`config.mk`:
```
export PLATFORM = sky130hd
export DESIGN_NAME = edu_sqrt
export DESIGN_NICKNAME = d
export VERILOG_FILES = /design/src/rtl/edu_pkg.sv /design/src/rtl/edu_sqrt.sv
export SDC_FILE = /design/constraint.sdc
export NUM_CORES = 2
export LEC_CHECK = 0
export BUFFER_PORTS_ARGS = -buffer_cell sky130_fd_sc_hd__buf_4
export CAP_MARGIN = 20
export CORE_AREA = 4 4 569 571
export DETAILED_ROUTE_END_ITERATION = 12
export DIE_AREA = 0 0 573 575
export GPL_TIMING_DRIVEN = 0
export PLACE_DENSITY = 0.6
export SYNTH_ARGS = -nofsm -noshare
export SYNTH_HDL_FRONTEND = slang
export SYNTH_SLANG_ARGS = --single-unit
```
`constraint.sdc`:
```
create_clock -name clk -period 3.5 [get_ports clk]
set_input_delay 0.7 -clock clk [delete_from_list [all_inputs] [get_ports clk]]
set_output_delay 0.7 -clock clk [all_outputs]
set_load 0.1 [all_outputs]
```
`src/rtl/edu_pkg.sv`:
```
// ----------------------------------------------------------------------------
// edu_pkg
// Shared widths, fixed-point constants and types of the equirectangular
// distance unit.
// ----------------------------------------------------------------------------
package edu_pkg;

    // input field widths and packed stream width
    localparam int LAT_W    = 28;
    localparam int LON_W    = 29;
    localparam int S_DATA_W = 120;
    localparam int DIST_W   = 32;

    // internal widths
    localparam int DLAT_W    = 28;
    localparam int DLON_W    = 29;
    localparam int X2_W      = 32;
    localparam int COS_W     = 31;
    localparam int SUM_W     = 63;
    localparam int ROOT_W    = 32;
    localparam int COS_TERMS = 7;

    // 1.0 in Q30
    localparam logic [COS_W-1:0] COS_ONE = 31'h4000_0000;

    // floor(2^32 * pi / 180)
    localparam logic [26:0] RAD_Q32 = 27'd74961320;

    // floor(2^24 * 6371 * pi / 180), km per degree
    localparam logic [30:0] KM_DEG_Q24 = 31'd1865541302;

    // coordinate differences carried alongside the cosine
    typedef struct packed {
        logic [DLAT_W-1:0] dlat;
        logic [DLON_W-1:0] dlon;
    } diff_t;

endpackage

```
`src/rtl/edu_sqrt.sv`:
```
// ----------------------------------------------------------------------------
// edu_sqrt
// Pipelined digit-by-digit square root, one result bit per stage, with a
// final round-to-nearest stage.
// ----------------------------------------------------------------------------
module edu_sqrt (
    input  logic                        clk,
    input  logic                        rst_n,
    input  logic                        en,
    input  logic                        in_valid,
    input  logic [edu_pkg::SUM_W-1:0]   radicand,
    output logic                        out_valid,
    output logic [edu_pkg::ROOT_W-1:0]  root
);
    import edu_pkg::*;

    localparam int RES_W = 64;

    logic [ROOT_W:0]     valid_reg;
    logic [SUM_W-1:0]    rem_reg [0:ROOT_W-1];
    logic [RES_W-1:0]    res_reg [0:ROOT_W-1];
    logic [ROOT_W-1:0]   root_reg;

    logic [SUM_W-1:0]    cur_rem [0:ROOT_W];
    logic [RES_W-1:0]    cur_res [0:ROOT_W];

    assign cur_rem[0] = radicand;
    assign cur_res[0] = '0;

    // one iteration per stage
    for (genvar i = 0; i < ROOT_W; i++)
    begin : g_stage
        localparam logic [RES_W-1:0] BIT = RES_W'(1) << (2 * (ROOT_W - 1 - i));
        logic [RES_W-1:0] trial;

        assign trial = cur_res[i] + BIT;

        always_ff @(posedge clk)
        begin
            if (en)
            begin
                if (RES_W'(cur_rem[i]) >= trial)
                begin
                    rem_reg[i] <= cur_rem[i] - SUM_W'(trial);
                    res_reg[i] <= (cur_res[i] >> 1) + BIT;
                end
                else
                begin
                    rem_reg[i] <= cur_rem[i];
                    res_reg[i] <= cur_res[i] >> 1;
                end
            end
        end

        assign cur_rem[i+1] = rem_reg[i];
        assign cur_res[i+1] = res_reg[i];
    end

    // valid chain
    always_ff @(posedge clk or negedge rst_n)
    begin
        if (!rst_n)
        begin
            valid_reg <= '0;
        end
        else if (en)
        begin
            valid_reg <= {valid_reg[ROOT_W-1:0], in_valid};
        end
    end

    // round to nearest, ties up
    always_ff @(posedge clk)
    begin
        if (en)
        begin
            if (RES_W'(cur_rem[ROOT_W]) > cur_res[ROOT_W])
            begin
                root_reg <= ROOT_W'(cur_res[ROOT_W] + RES_W'(1));
            end
            else
            begin
                root_reg <= ROOT_W'(cur_res[ROOT_W]);
            end
        end
    end

    assign out_valid = valid_reg[ROOT_W];
    assign root      = root_reg;

endmodule

```
==> metrics.txt <==
maximum clock insertion buffer count 4; Worst-path clk slew 60 ps; die height between 500 and 600 um; Layout area overhead 18.7%; register area share after synthesis 61.5%; final wirelength 350 mm; first-pass GRT wire length a little over 500 mm; die footprint about 330000 sq um; Worst Max-Slew Pin Slew 1130 ps; prevailing post-synth register cell edfxtp_1; Clock Latency Late Sink 910 ps; Max FO, Critical Path 5; Fmax achieved 0.275 GHz; core area 318000 sq um; Yosys cell types 96; flip-flop count of the largest register after layout 2016; CTS Buf Count around 290; Mean Syn Cell Area 12.3 sq um; Worst EP arrival 4330 ps; starting density of the core 40.0%; Final min period 3640 ps; metal2 WL 167 mm; Final Hold Fails 0; wire per inst 22.7 um; Synth area leaders edfxtp_1 (61%), ha_1 (5.8%), xnor2_1 (3.5%), xor2_1 (3.0%), a21oi_1 (2.3%); I/O Pins 100; CTS Sinks roughly 2600; Initial DRT Pass Iterations 6; Initial DRC Count 7272; Synth Register Bits 2609; most frequent cells in the layout edfxtp_1 (2576), nand2_1 (758), inv_1 (709); Yosys top cell area share about three fifths; met3 WL approximately 18 mm; worst hold slack 287 ps; Port Buffer Count 99; Worst Path Class, Setup register to register; Post-Syn Instances 10300; Hold Crit Class input port to asynchronous set/reset pin; Rel. slew slack 24.6%; worst vdd ir 0.000418 V; total track usage roughly a fifth; Final GP Congestion 0.912; antenna viol nets, final 0; Critical Path End Type register; via count 85200; largest net degree at the start of global routing 93; status finished, violations left; PwrDens 645 nW/um^2; startpoint type of the worst setup path register; DRC 0; worst slack at placement -2720 ps; Post-Syn Nets 11000; highest routed layer met5; GRT Residual Overflow 0; Die Width approximately 570 um; hpwl dp 266 mm; final total power 97400 uW; failing checks negative setup slack; CTS tree built; initial antenna violation count 16; most area-hungry cell type in the Yosys netlist edfxtp_1; Setup TNS -1100 ps; FFs w/ async S/R, synth under 10%; clock skew 74.7 ps; most common cell after layout, fill and taps aside edfxtp_1; fin crit share 104%; CTS root buffer clkbuf_16; RSZ-0062 raised after global routing yes; met1 WL 153 mm; Yosys warnings 0; vias in the first global route 82800; final count of pins violating max slew 0; Clock H-tree levels 5; CP required ~4200 ps; Final #Nets 11700; final core utilization 47.5%; row count between 200 and 250; share of cells above drive strength 1 15.6%; Leak 0.0561 uW; # Max-Cap Violations 0; Finish-stage setup viols 22; EDFF count, synth around 2600; DR vias/cell about 5.5; Worst Setup Slack, final -138 ps; Filler Cell Count 28000; Cell Area, Synth roughly 130000 sq um
==> final cells by class <==
class	count	area [sq um]	area share (%)
multi-input cells	6755	49900	33.0
well taps	4180	5230	3.46
diodes	4	10.0	0.00663
plain buffers	196	1400	0.925
clock buffers	344	7690	5.09
clock inverters	177	1890	1.25
repair buffers	438	3960	2.62
inverters	726	2730	1.81
flip-flops and latches	2609	78200	51.8
==> cell families (layout without fill, tap and decap cells) <==
group                      count (synthesis)  count (layout)  share of synthesized area, %
and+or+nand+nor                         3155            3155                          12.9
DFF                                     2609            2609                          61.5
AOI/OAI and AO/OA                       1958            1959                          9.48
buffers and inverters                    967            1881                          2.87
xor gates and xnor gates                 941             941                          6.48
adders and majority gates                592             592                          5.83
muxes                                    108             108                         0.944
other                                      0               4                             0
==> final timing paths <==
path                       slack [ps]              end  depth (start not counted)            start
setup / recovery                 -140  rem_reg[1][755]                         13  res_reg[1][650]
hold / removal                    290    valid_reg[20]                          2            rst_n
setup reg to reg                 -140  rem_reg[1][755]                         13  res_reg[1][650]
hold reg to reg                   390  rem_reg[0][530]                          0  rem_reg[0][467]
max in group asynchronous        2920    valid_reg[17]                          2            rst_n
min in group clk                  290         root[17]                          1               en
==> worst max-delay path, cell delays in order (launching register included) <==
cell and delay (ps):
edfxtp_1 480, inv_2 110, ha_4 210, nor2b_4 130
o311a_4 320, o41ai_4 290, buf_4 200, nand3_2 100
a311o_1 380, a31oi_4 290, o2111ai_4 170, or3_4 430
nor3_2 140, xor2_1 200
==> layer usage <==
layer  track usage [%]  up-vias
met5                 0        -
met4              6.49        4
met2              34.0     2365
met3              2.67      572
li1                  -    40100
met1              27.4    42200
==> timing repair <==
action                                  in CTS  in global routing
buffers inserted                            75                169
resized for setup                          469                696
hold buffers                                65                  0
hold endpoints to repair                    98                  0
endpoints found under the setup margin    3611                829
pin swaps                                   76                214
gates cloned                                 1                  4
==> where the power goes <==
| group | total [uW] | internal (uW) | switching [uW] | leakage (uW) |
|---|---|---|---|---|
| registers | 43500 | 39800 | 3690 | 0.0252 |
| clock network | 30600 | 18000 | 12600 | 0.00464 |
| logic | 23300 | 9580 | 13700 | 0.0262 |
| total | 97400 | 67400 | 30000 | 0.0561 |
==> through the flow <==
step           cell area (sq um)  instances
2_1_floorplan             127000      10300
3_3_place_gp              133000      14600
3_5_place_dp              134000      14600
4_1_cts                   147000      15300
5_1_grt                   151000      15400
6_report                  151000      15400
==> synth_stat cells (11+ instances only) <==
cell / count
xnor2_1: 508
xor2_1: 433
o21a_1: 87
nand4b_1: 33
o21bai_1: 54
inv_1: 724
dfrtp_1: 33
nor3b_1: 27
nor3_1: 281
a211oi_1: 52
nand2_1: 781
mux2_2: 95
and3_1: 52
or2_2: 46
o21ai_0: 566
nor2b_1: 92
a31o_2: 12
buf_2: 16
or4_1: 69
a2111oi_0: 20
a21o_1: 279
nand3_1: 192
o31ai_1: 29
nor4_1: 383
o31a_1: 11
and2_1: 26
nor4b_1: 59
a211o_1: 15
or3_1: 105
mux2i_1: 13
edfxtp_1: 2576
nor2_1: 577
clkbuf_1: 215
a21boi_0: 23
and4_1: 36
nand2b_1: 132
nand4_1: 182
a21oi_1: 589
o41ai_1: 12
a31oi_1: 47
ha_1: 591
o211ai_1: 35
nand3b_1: 34
Note: power is estimated with default switching activity, not from simulation.
