$ cat config.mk
export PLATFORM = sky130hd
export DESIGN_NAME = edu_cos_term
export DESIGN_NICKNAME = d
export VERILOG_FILES = /design/src/rtl/edu_pkg.sv /design/src/rtl/edu_cos_term.sv
export SDC_FILE = /design/constraint.sdc
export NUM_CORES = 2
export LEC_CHECK = 0
export BUFFER_PORTS_ARGS = -buffer_cell sky130_fd_sc_hd__buf_2
export CORE_MARGIN = 2
export CORE_UTILIZATION = 50
export DETAILED_ROUTE_END_ITERATION = 16
export PLACE_DENSITY = 0.72
export SLEW_MARGIN = 5
export SYNTH_ARGS = -nofsm -noshare
export SYNTH_HDL_FRONTEND = slang
export SYNTH_SLANG_ARGS = --single-unit
$ cat constraint.sdc
create_clock -name clk -period 8.81 [get_ports clk]
set_input_delay 0.4405 -clock clk [delete_from_list [all_inputs] [get_ports clk]]
set_output_delay 0.4405 -clock clk [all_outputs]
set_load 0.01 [all_outputs]
$ cat src/rtl/edu_pkg.sv
// ----------------------------------------------------------------------------
// edu_pkg
// Shared widths, fixed-point constants and types of the equirectangular
// distance unit.
// ----------------------------------------------------------------------------
package edu_pkg;

    // input field widths and packed stream width
    localparam int LAT_W    = 28;
    localparam int LON_W    = 29;
    localparam int S_DATA_W = 120;
    localparam int DIST_W   = 32;

    // internal widths
    localparam int DLAT_W    = 28;
    localparam int DLON_W    = 29;
    localparam int X2_W      = 32;
    localparam int COS_W     = 31;
    localparam int SUM_W     = 63;
    localparam int ROOT_W    = 32;
    localparam int COS_TERMS = 7;

    // 1.0 in Q30
    localparam logic [COS_W-1:0] COS_ONE = 31'h4000_0000;

    // floor(2^32 * pi / 180)
    localparam logic [26:0] RAD_Q32 = 27'd74961320;

    // floor(2^24 * 6371 * pi / 180), km per degree
    localparam logic [30:0] KM_DEG_Q24 = 31'd1865541302;

    // coordinate differences carried alongside the cosine
    typedef struct packed {
        logic [DLAT_W-1:0] dlat;
        logic [DLON_W-1:0] dlon;
    } diff_t;

endpackage

$ cat src/rtl/edu_cos_term.sv
// ----------------------------------------------------------------------------
// edu_cos_term
// One Horner step of the cosine series: t = 1 - ((x2 * t) >> 30) / n,
// clamped at zero, in three stages.
// ----------------------------------------------------------------------------
module edu_cos_term #(
    parameter int TERM_K = 7
) (
    input  logic                        clk,
    input  logic                        rst_n,
    input  logic                        en,
    input  logic                        in_valid,
    input  logic [edu_pkg::X2_W-1:0]    x2_in,
    input  logic [edu_pkg::COS_W-1:0]   t_in,
    input  edu_pkg::diff_t              diff_in,
    output logic                        out_valid,
    output logic [edu_pkg::X2_W-1:0]    x2_out,
    output logic [edu_pkg::COS_W-1:0]   t_out,
    output edu_pkg::diff_t              diff_out
);
    import edu_pkg::*;

    localparam int unsigned N_DIV = 2 * TERM_K * (2 * TERM_K - 1);
    localparam logic [31:0] RECIP = 32'((64'd1 << 32) / N_DIV);
    localparam logic [31:0] N_VAL = 32'(N_DIV);

    logic [2:0]        valid_reg;
    logic [62:0]       prod1_reg;
    logic [31:0]       m_reg;
    logic [63:0]       prod2_reg;
    logic [COS_W-1:0]  t_reg;
    logic [X2_W-1:0]   x2_reg [0:2];
    diff_t             diff_reg [0:2];

    logic [31:0] m_next;
    logic [31:0] q0;
    logic [31:0] rem;
    logic [31:0] q;

    // product scaled back to Q30
    assign m_next = prod1_reg[61:30];

    // quotient by reciprocal, one correction step
    always_comb
    begin
        q0  = prod2_reg[63:32];
        rem = m_reg - 32'(q0 * N_VAL);
        q   = (rem >= N_VAL) ? q0 + 32'd1 : q0;
    end

    // valid chain
    always_ff @(posedge clk or negedge rst_n)
    begin
        if (!rst_n)
        begin
            valid_reg <= '0;
        end
        else if (en)
        begin
            valid_reg <= {valid_reg[1:0], in_valid};
        end
    end

    // datapath stages
    always_ff @(posedge clk)
    begin
        if (en)
        begin
            prod1_reg   <= 63'(x2_in) * 63'(t_in);
            x2_reg[0]   <= x2_in;
            diff_reg[0] <= diff_in;
            m_reg       <= m_next;
            prod2_reg   <= 64'(m_next) * 64'(RECIP);
            x2_reg[1]   <= x2_reg[0];
            diff_reg[1] <= diff_reg[0];
            t_reg       <= (q < 32'(COS_ONE)) ? COS_ONE - COS_W'(q) : '0;
            x2_reg[2]   <= x2_reg[1];
            diff_reg[2] <= diff_reg[1];
        end
    end

    assign out_valid = valid_reg[2];
    assign x2_out    = x2_reg[2];
    assign t_out     = t_reg;
    assign diff_out  = diff_reg[2];

endmodule

==> summary.md <==
| Metric | Value |
|---|---|
| Kind of critical path | reg -> reg |
| Die height | 346 um |
| Post-synthesis sequential area ratio | between 10% and 20% |
| Final setup viols | 0 |
| Worst Tran Pin Value | 1040 ps |
| Vias per std cell | 5.33 |
| Initial DRT Pass Iterations | 5 |
| Detailed router's first-iteration violation count | 2748 |
| ANT nets after route | 0 |
| Clock root cell | clkbuf_16 |
| Die area | 120000 um^2 |
| Clock-pin slew on the worst setup and hold paths | 60 ps |
| CTS Buf Count | 40 |
| Final net count | a little under 8k |
| Clock Latency Late Sink | 590 ps |
| Share of layout cells above drive strength 1 | 11.4% |
| DR DRC count | 0 |
| Finished Layout Cells | 7538 |
| R2R cell count | 41 |
| CTS tree | done |
| Post-synth ARST share | 0.771% |
| Syn avg cell area | 10.3 um^2 |
| HPWL after DPL | 121 mm |
| Fin worst setup slack | 81.8 ps |
| Setup Skew | 27.7 ps |
| Post-route minimum period | 8730 ps |
| Starting Density | 50.4% |
| Worst hold path endpoint | diff_reg[0][41] |
| Cells after Synth | 5701 |
| Crit path max fanout | 4 |
| Place WS | -942 ps |
| Syn. warnings | 0 |
| Via count | around 40k |
| Fill cells | 9968 |
| RePlAce Congestion | 0.915 |
| Period utilization | 99.1% |
| CTS sink count | 389 |
| Hold path depth | 1 |
| Synth Flop Type | edfxtp_1 |
| Final Hold Vio Count | 0 |
| Largest net degree at the start of global routing | 169 |
| Initial antenna violation count | 12 |
| Reg2Reg Capture Point | t_out[24] |
| Overflow after GRT | 0 |
| Vias in the first global route | around 43k |
| Syn nets | 7533 |
| Drt wl/cell | roughly 19 um |
| Core ar. | ~120000 um^2 |
| CTS HTree Levels | 2 |
| Crit path launch type | flip-flop |
| Max layer used | met5 |
| Crit path DAT | between 9000 and 10000 ps |
| Met2 wire len | ~71 mm |
| CP required | 9150 ps |
| Final WL | 143 mm |
| Max frequency | 115 MHz |
| Hold Path Origin | diff_in[41] |
| Inst Count DP | 7433 |
| Area grow syn2layout | 9.84% |
| CP startpoint | prod2_reg[36] |
| Yosys cell types | 86 |
| Slew HR | between 30% and 40% |
| Max Slew Vio Count | 0 |
| Number of synthesized register bits | 389 |
| Cell Rows | approximately 130 |
| Wire length on met3 | 8.75 mm |
| IO Count | about 250 |
| Crit-path slowest cell | fa_1 |
| Element type at the critical path end | flip-flop |
| First-pass GRT wire length | 234 mm |
| Max stage delay on crit path | between 500 and 600 ps |
| Most frequent cell on the critical path | inv_2 |
| Status | complete, no violations |
| HP Class | in -> reg |
| # port buffers | around 240 |
| Met1 wire length | 58.1 mm |
| Post-synth EDFFs | 386 |
| Synth top area cells | fa_1 38%, edfxtp_1 20%, ha_1 13% |
| Max FFs per register | 171 |
| GRT Overall Usage | around a quarter |
| Worst reg-to-reg setup slack | 80 ps |
| Bufs on Longest Clock Path | 3 |
| Yosys top cell by area | fa_1 |
| Mapped Area | just under 60000 um^2 |
| Worst R2R Start | prod2_reg[36] |
| RSZ-0062 raised after global routing | yes |
| Finished Core Util | 55.3% |
| Yosys top cell area share | 37.8% |
| MaxCap Viol Count | 0 |
| DIE WIDTH | 346 um |
| Total Neg Setup Slack | 0 ps |
==> synth_stat cells, types with 5 or more instances <==
| cell type | n |
|---|---|
| nor4_1 | 12 |
| nand2b_1 | 14 |
| o21ai_0 | 54 |
| fa_1 | 1105 |
| nand4_1 | 28 |
| a211o_1 | 5 |
| xnor2_1 | 97 |
| a21o_1 | 58 |
| edfxtp_1 | 386 |
| o31ai_1 | 8 |
| o21ai_1 | 6 |
| a211oi_1 | 10 |
| ha_1 | 603 |
| a21boi_0 | 6 |
| o2111ai_1 | 7 |
| nor3_1 | 35 |
| nand3_1 | 48 |
| a21oi_1 | 110 |
| nand3b_1 | 6 |
| o31a_1 | 6 |
| xor2_1 | 48 |
| or3_1 | 14 |
| o211ai_1 | 13 |
| and4_1 | 5 |
| a31o_2 | 6 |
| o22ai_1 | 5 |
| and2_1 | 248 |
| buf_2 | 7 |
| and3_1 | 17 |
| clkbuf_1 | 208 |
| mux2_2 | 5 |
| a2111oi_0 | 8 |
| or2_2 | 5 |
| nor2_1 | 96 |
| buf_4 | 89 |
| nor3b_1 | 5 |
| nor2b_1 | 12 |
| o311ai_0 | 5 |
| o21a_1 | 20 |
| o21bai_1 | 13 |
| mux2i_1 | 9 |
| nand2_1 | 838 |
| inv_1 | 1341 |
| a31oi_1 | 12 |
==> logic make-up after synthesis <==
| family | share of synthesized area (%) |
|---|---|
| compound gates | 4.68 |
| xor+xnor | 2.17 |
| flops | 20.0 |
| simple gates | 11.0 |
| buf+inv | 11.2 |
| mux | 0.250 |
| fa+ha+maj | 50.8 |
==> layer usage <==
metal / up-vias / GRT usage [%]
met4: 2 / 8.34
met3: 307 / 3.10
met1: 20500 / 32.5
met2: 1412 / 42.1
li1: 18000 / -
met5: - / 0
==> worst max-delay path by stage <==
stage,cells past startpoint,to,slack (ps)
final,41,t_out[24],80
after global routing,39,t_out[24],-360
after CTS,39,t_out[24],-30
after detailed placement,33,prod1_reg[61],-940
after global placement,32,prod1_reg[61],-960
after floorplan,41,t_out[28],0.2
==> area by class of cell <==
| class | instances | area (um^2) | area share (%) |
|---|---|---|---|
| Antenna cell | 3 | 7.51 | 0.0117 |
| Clock buffer | 43 | 1010 | 1.58 |
| Clock inverter | 27 | 272 | 0.423 |
| Inverter | 1341 | 5030 | 7.84 |
| Multi-Input combinational cell | 3663 | 40600 | 63.3 |
| Sequential cell | 389 | 11700 | 18.2 |
| Tap cell | 1524 | 1910 | 2.97 |
| Timing Repair Buffer | 548 | 3690 | 5.74 |
==> layout by cell type (no fill, tap or decap), types with 12 or more instances in the layout <==
master,instances
and2_1,248
xor2_1,48
inv_1,1337
o211ai_1,13
and3_1,16
buf_4,274
o21a_1,20
dlygate4sd3_1,17
a21oi_1,100
nor2_1,94
or3_1,12
nor3_1,33
ha_1,594
fa_1,1105
clkbuf_16,40
nand4_1,28
edfxtp_1,386
nand2_1,837
nand3_1,45
a21o_1,58
nand2b_1,12
o21ai_0,42
xnor2_1,95
o21bai_1,12
buf_2,241
==> stage by stage <==
stage                     hold WS, ps  area (um^2)
after floorplan                   145        58500
after global placement            236        62300
after detailed placement          238        62300
after CTS                        1.23        63900
after global routing             10.9        64200
final                            36.8        64200
==> repair_timing <==
action / in CTS / in global routing
hold endpoints to repair: 19 / 0
setup buffers: 3 / 12
hold buffers: 17 / 0
endpoints found under the setup margin: 20 / 32
gates resized for setup: 25 / 59
pin swaps: 15 / 47
==> critical path: cells and delay by family (launching register included) <==
kind                     cells  cell delay, ps
XOR/XNOR                     2             330
AND/OR/NAND/NOR             12            2110
adder cells (fa/ha/maj)      7            2690
flip-flops                   1             510
AO/OA/AOI/OAI               15            2510
buffers and inverters        5             330
Power is not shown: default switching activity piles up to over one toggle a cycle in this logic, so the estimate is an artifact.
