### config.mk
export PLATFORM = sky130hd
export DESIGN_NAME = edu_angle
export DESIGN_NICKNAME = d
export VERILOG_FILES = /design/src/rtl/edu_pkg.sv /design/src/rtl/edu_angle.sv
export SDC_FILE = /design/constraint.sdc
export NUM_CORES = 2
export LEC_CHECK = 0
export ABC_AREA = 0
export BUFFER_PORTS_ARGS = -buffer_cell sky130_fd_sc_hd__buf_2
export CAP_MARGIN = 15
export CORE_MARGIN = 2
export CORE_UTILIZATION = 45
export CTS_BUF_LIST = sky130_fd_sc_hd__clkbuf_4 sky130_fd_sc_hd__clkbuf_8 sky130_fd_sc_hd__clkbuf_16
export DETAILED_ROUTE_END_ITERATION = 6
export PLACE_DENSITY = 0.66
export REMOVE_ABC_BUFFERS = 1
export SYNTH_ARGS = -nofsm -noshare
export SYNTH_HDL_FRONTEND = slang
export SYNTH_SLANG_ARGS = --single-unit
### constraint.sdc
create_clock -name clk -period 8.1 [get_ports clk]
set_input_delay 0 -clock clk [delete_from_list [all_inputs] [get_ports clk]]
set_output_delay 0 -clock clk [all_outputs]
set_load 0.02 [all_outputs]
### src/rtl/edu_pkg.sv
// ----------------------------------------------------------------------------
// edu_pkg
// Shared widths, fixed-point constants and types of the equirectangular
// distance unit.
// ----------------------------------------------------------------------------
package edu_pkg;

    // input field widths and packed stream width
    localparam int LAT_W    = 28;
    localparam int LON_W    = 29;
    localparam int S_DATA_W = 120;
    localparam int DIST_W   = 32;

    // internal widths
    localparam int DLAT_W    = 28;
    localparam int DLON_W    = 29;
    localparam int X2_W      = 32;
    localparam int COS_W     = 31;
    localparam int SUM_W     = 63;
    localparam int ROOT_W    = 32;
    localparam int COS_TERMS = 7;

    // 1.0 in Q30
    localparam logic [COS_W-1:0] COS_ONE = 31'h4000_0000;

    // floor(2^32 * pi / 180)
    localparam logic [26:0] RAD_Q32 = 27'd74961320;

    // floor(2^24 * 6371 * pi / 180), km per degree
    localparam logic [30:0] KM_DEG_Q24 = 31'd1865541302;

    // coordinate differences carried alongside the cosine
    typedef struct packed {
        logic [DLAT_W-1:0] dlat;
        logic [DLON_W-1:0] dlon;
    } diff_t;

endpackage

### src/rtl/edu_angle.sv
// ----------------------------------------------------------------------------
// edu_angle
// Front end: coordinate differences, folding of the mean latitude into
// [0, 90] degrees, conversion to radians and squaring (six stages).
// ----------------------------------------------------------------------------
module edu_angle #(
    parameter int ANGLE_FRAC_BITS = 20
) (
    input  logic                              clk,
    input  logic                              rst_n,
    input  logic                              en,
    input  logic                              in_valid,
    input  logic signed [edu_pkg::LAT_W-1:0]  first_latitude,
    input  logic signed [edu_pkg::LON_W-1:0]  first_longitude,
    input  logic signed [edu_pkg::LAT_W-1:0]  second_latitude,
    input  logic signed [edu_pkg::LON_W-1:0]  second_longitude,
    output logic                              out_valid,
    output logic [edu_pkg::X2_W-1:0]          x2,
    output edu_pkg::diff_t                    diff
);
    import edu_pkg::*;

    localparam int MEAN_W  = LAT_W + 1;
    localparam int LOW_W   = ANGLE_FRAC_BITS + 3;
    localparam int HI_W    = MEAN_W - LOW_W;
    localparam int MODP_W  = HI_W + 11;
    localparam int ANG_W   = 33;
    localparam int RPROD_W = 60;
    localparam int R_W     = 31;
    localparam logic [10:0] MOD_RECIP = 11'd1457;
    localparam logic [16:0] MOD_DIV   = 17'd45;
    localparam logic [ANG_W-1:0] HALF    = ANG_W'(180) << (ANGLE_FRAC_BITS + 1);
    localparam logic [ANG_W-1:0] QUARTER = ANG_W'(90) << (ANGLE_FRAC_BITS + 1);
    localparam logic [RPROD_W-1:0] RND_R = RPROD_W'(1) << (ANGLE_FRAC_BITS + 2);

    logic [5:0]           valid_reg;
    logic [MEAN_W-1:0]    mean_reg;
    logic [HI_W-1:0]      hi_reg;
    logic [LOW_W-1:0]     lo_reg;
    logic [MODP_W-1:0]    modp_reg;
    logic [X2_W-1:0]      ang_reg;
    logic [RPROD_W-1:0]   rprod_reg;
    logic [R_W-1:0]       r_reg;
    logic [2*R_W-1:0]     sq_reg;
    diff_t                diff_reg [0:5];

    logic signed [MEAN_W-1:0] sum_lat;
    logic signed [LAT_W:0]    d_lat;
    logic signed [LON_W:0]    d_lon;
    logic [MEAN_W-1:0]        mean_next;
    diff_t                    diff_next;
    logic [HI_W-1:0]          q_est;
    logic [16:0]              rem_raw;
    logic [16:0]              rem_fix;
    logic [ANG_W-1:0]         a_mod;
    logic [ANG_W-1:0]         a_fold;
    logic [RPROD_W-1:0]       r_sum;

    // differences and magnitude of the latitude sum
    always_comb
    begin
        sum_lat   = MEAN_W'(first_latitude) + MEAN_W'(second_latitude);
        d_lat     = (LAT_W+1)'(second_latitude) - (LAT_W+1)'(first_latitude);
        d_lon     = (LON_W+1)'(second_longitude) - (LON_W+1)'(first_longitude);
        mean_next = sum_lat[MEAN_W-1] ? MEAN_W'(-sum_lat) : MEAN_W'(sum_lat);
        diff_next.dlat = d_lat[LAT_W] ? DLAT_W'(-d_lat) : DLAT_W'(d_lat);
        diff_next.dlon = d_lon[LON_W] ? DLON_W'(-d_lon) : DLON_W'(d_lon);
    end

    // remainder modulo 180 degrees, then fold into [0, 90]
    always_comb
    begin
        q_est   = HI_W'(modp_reg >> 16);
        rem_raw = 17'(hi_reg) - 17'(q_est) * MOD_DIV;
        rem_fix = rem_raw[16] ? rem_raw + MOD_DIV : rem_raw;
        a_mod   = (ANG_W'(rem_fix[5:0]) << LOW_W) | ANG_W'(lo_reg);
        a_fold  = (a_mod > QUARTER) ? HALF - a_mod : a_mod;
    end

    // radians in Q30, rounded half up
    assign r_sum = rprod_reg + RND_R;

    // valid chain
    always_ff @(posedge clk or negedge rst_n)
    begin
        if (!rst_n)
        begin
            valid_reg <= '0;
        end
        else if (en)
        begin
            valid_reg <= {valid_reg[4:0], in_valid};
        end
    end

    // datapath stages
    always_ff @(posedge clk)
    begin
        if (en)
        begin
            mean_reg    <= mean_next;
            diff_reg[0] <= diff_next;
            hi_reg      <= HI_W'(mean_reg >> LOW_W);
            lo_reg      <= mean_reg[LOW_W-1:0];
            modp_reg    <= MODP_W'(mean_reg >> LOW_W) * MODP_W'(MOD_RECIP);
            diff_reg[1] <= diff_reg[0];
            ang_reg     <= a_fold[X2_W-1:0];
            diff_reg[2] <= diff_reg[1];
            rprod_reg   <= RPROD_W'(ang_reg) * RPROD_W'(RAD_Q32);
            diff_reg[3] <= diff_reg[2];
            r_reg       <= R_W'(r_sum >> (ANGLE_FRAC_BITS + 3));
            diff_reg[4] <= diff_reg[3];
            sq_reg      <= (2*R_W)'(r_reg) * (2*R_W)'(r_reg);
            diff_reg[5] <= diff_reg[4];
        end
    end

    assign out_valid = valid_reg[5];
    assign x2        = sq_reg[X2_W+29:30];
    assign diff      = diff_reg[5];

endmodule

==> impl_metrics.toml <==
[sta]
finalClockSkew_ns = 0.02621
period_needed_ns = 7.877
rsz0062_at_grt = "true"
slew_headroom_pct = 16.72
finalCritPeriodShare_pct = 97.24
worst_pin_slew_ns = 1.218
max_freq_mhz = 127.0
final_hold_viol_count = 0
finalSetupViolCount = 0
finalMaxSlewViolations = 0

[yosys]
ys.flop_type = "edfxtp_1"
syn-cell-area_sq_mm = 0.06394
ys_types = 96
yosysTopAreaCell = "fa_1"
yosys-top-cells-count = "inv_1, fa_1, ha_1, edfxtp_1, nand2_1"
yosys-top-cells-area = "fa_1, edfxtp_1, ha_1, inv_1, xnor2_1"
synth-simple-area-share_pct = 8.318
yosys_warnings = 0
synth_top_family_by_area = "adder cells"
yosysSeqAreaShare_pct = 24.80
synth_xor_area_share_pct = 3.972
yosys.area_share.adder_pct = 46.31
synth_top_area_share_pct = 34.06
syn_inst = 5908
synth_most_common_cell = "inv_1"
synth-edff-count = 523
avgSynthCellArea_sq_um = 10.82
synthMuxAreaShare_pct = 0.2876
synth_compound_area_share_pct = 6.238
ys_ff_latch = 529
async_flop_share_pct = 1.134

[global_routing]
grt_pass1_vias = 44710
gr-total-overflow = 0
track_usage_pct = 20.59
antenna_found_initial = 1
grt_pass1_wl_um = 238100
grt_max_degree = 198

[final_layout]
largest_register_ffs = 340
multi_input_area_sq_mm = 0.04177
layout.area.seq_sq_mm = 0.01586
drive_above_1_share_pct = 8.641
finalNetCount = 8026
fillers = 12800
stdcell_count = 8128
diodes = 0
area_growth_pct = 10.01

[die]
initial_core_util_pct = 45.27
rows = 138
die_w_um = 381.0
core_area_sq_mm = 0.1412
dieArea_sq_mm = 0.1451
die_h_um = 381.0
boundaryPins = 208

[route]
antenna_left = 0
drc = 0
wirelength_um = 145100
drt_iter0_drc = 2304
dr.pass1.iters = 7
vias = 40810
via_per_inst = 5.021
wire_per_inst_um = 17.85

[setup_path]
critPathMaxFanout = 5
crit_type = "register to register"
required_ns = 8.48
worst_path_most_repeated_cell = "fa_1"
crit_path_end_kind = "register"
worst_setup_path_start_kind = "register"
crit_arrival_ns = 8.26
cp_slowest_cell = "fa_1"
critPathMaxStageDelay_ns = 0.61

[clock_network]
clkLatencyLatePin_ns = 0.64
clockRootBuffer = "clkbuf_16"
clk_path_buf_depth = 3
cts.clk_slew.worst_paths_ns = 0.06
htreeDepth = 2
cts_sinks = 529
cts_buffers = 57
cts_tree = "done"

[place]
dpl.hpwl_um = 121400
place_congestion = 0.9471
dpl.cell_count = 7985
portBuffers = 207

[job]
drv_cap = 0

[status]
outcome = "completed"

[worst_hold_path]
hp-class = "input pin to register"
worst max-delay path: cells and delay by family, from the launching register on:
| family | cells | cell delay [ns] |
|---|---|---|
| compound gates | 7 | 1.32 |
| flops | 1 | 0.51 |
| simple gates | 4 | 0.59 |
| fa+ha+maj | 9 | 4.43 |
| buf+inv | 6 | 0.74 |
what timing repair did:
item,CTS,global route
resized for setup,5,31
hold endpoints to repair,72,0
setup endpoints to repair,12,18
pin swaps,0,17
gates cloned,0,2
setup buffers,0,20
hold buffers,18,0
path summary, 6_finish.rpt:
check,slack (ns),cells past startpoint,start,endpoint
min in group asynchronous,0.28,3,rst_n,valid_reg[0]
min reg2reg,0.41,0,diff_reg[4][1],diff_reg[5][1]
max reg2reg,0.22,26,r_reg[11],sq_reg[56]
min,0.06,4,second_longitude[26],diff_reg[0][26]
max,0.22,26,r_reg[11],sq_reg[56]
max in group asynchronous,7.61,3,rst_n,valid_reg[2]
layout by cell type, fill, tap and decap left out, types with 11 or more instances in the layout:
cell type      netlist  layout
ha_1               626     623
inv_1             1569    1569
nand3_1             61      60
nor2_1             165     165
a21o_1              67      67
buf_2               15     206
o21bai_1            19      19
buf_4                2     111
fa_1              1088    1087
nand2_1            384     382
nor3_1              56      55
nor4_1              15      14
clkbuf_4             0      12
xnor2_1            201     201
nand2b_1            25      25
mux2_2              11      11
o211ai_1            18      18
a31oi_1             19      19
buf_12               0      16
and3_1              19      18
a21oi_1            162     161
xor2_1              89      89
o21a_1              19      19
o31ai_1             30      30
or3_1               16      16
nand4_1             31      31
a211oi_1            17      15
clkbuf_16            0      59
or4_1               12      12
edfxtp_1           523     523
nor2b_1             29      29
dlygate4sd3_1        0      18
and2_1             198     194
o21ai_0             92      90
or2_2               17      17
cells by family after synthesis:
kind of cell,Yosys count
muxes,17
AOI/OAI and AO/OA,585
DFF,529
adders and majority gates,1714
xor gates and xnor gates,290
and+or+nand+nor,1068
buffers and inverters,1705
cell type report:
| cell class | count | area share [%] |
|---|---|---|
| clock buffers | 69 | 2.156 |
| inverters | 1571 | 8.389 |
| well taps | 1890 | 3.362 |
| flip-flops and latches | 529 | 22.54 |
| multi-input cells | 3674 | 59.38 |
| repair buffers | 361 | 3.558 |
| clock inverters | 34 | 0.6208 |
metrics by stage:
step / area (sq um) / worst slack [ns] / hold WS (ns) / TNS, ns / utilization, %
floorplan: 63400 / 0.3269 / -0.2956 / 0 / -
global placement: 67850 / -0.05638 / -0.1751 / -0.08605 / 48.04
detailed placement: 67850 / -0.1993 / -0.1701 / -1.334 / 48.04
CTS: 70000 / 0.02206 / 0.004929 / 0 / 49.56
global route: 70340 / -0.05296 / 0.07314 / -0.1575 / 49.80
finish: 70340 / 0.2235 / 0.05969 / 0 / 49.80
per-layer routing:
| metal | vias to the layer above | GRT usage (%) | part of all wire, % |
|---|---|---|---|
| met5 | - | 0 | 0.0090 |
| met2 | 1001 | 35.56 | 49 |
| met4 | 2 | 5.094 | 2.6 |
| met1 | 20500 | 27.54 | 44 |
| met3 | 225 | 2.550 | 4.7 |
| li1 | 19080 | - | - |
Power is not shown: default switching activity piles up to over one toggle a cycle in this logic, so the estimate is an artifact.
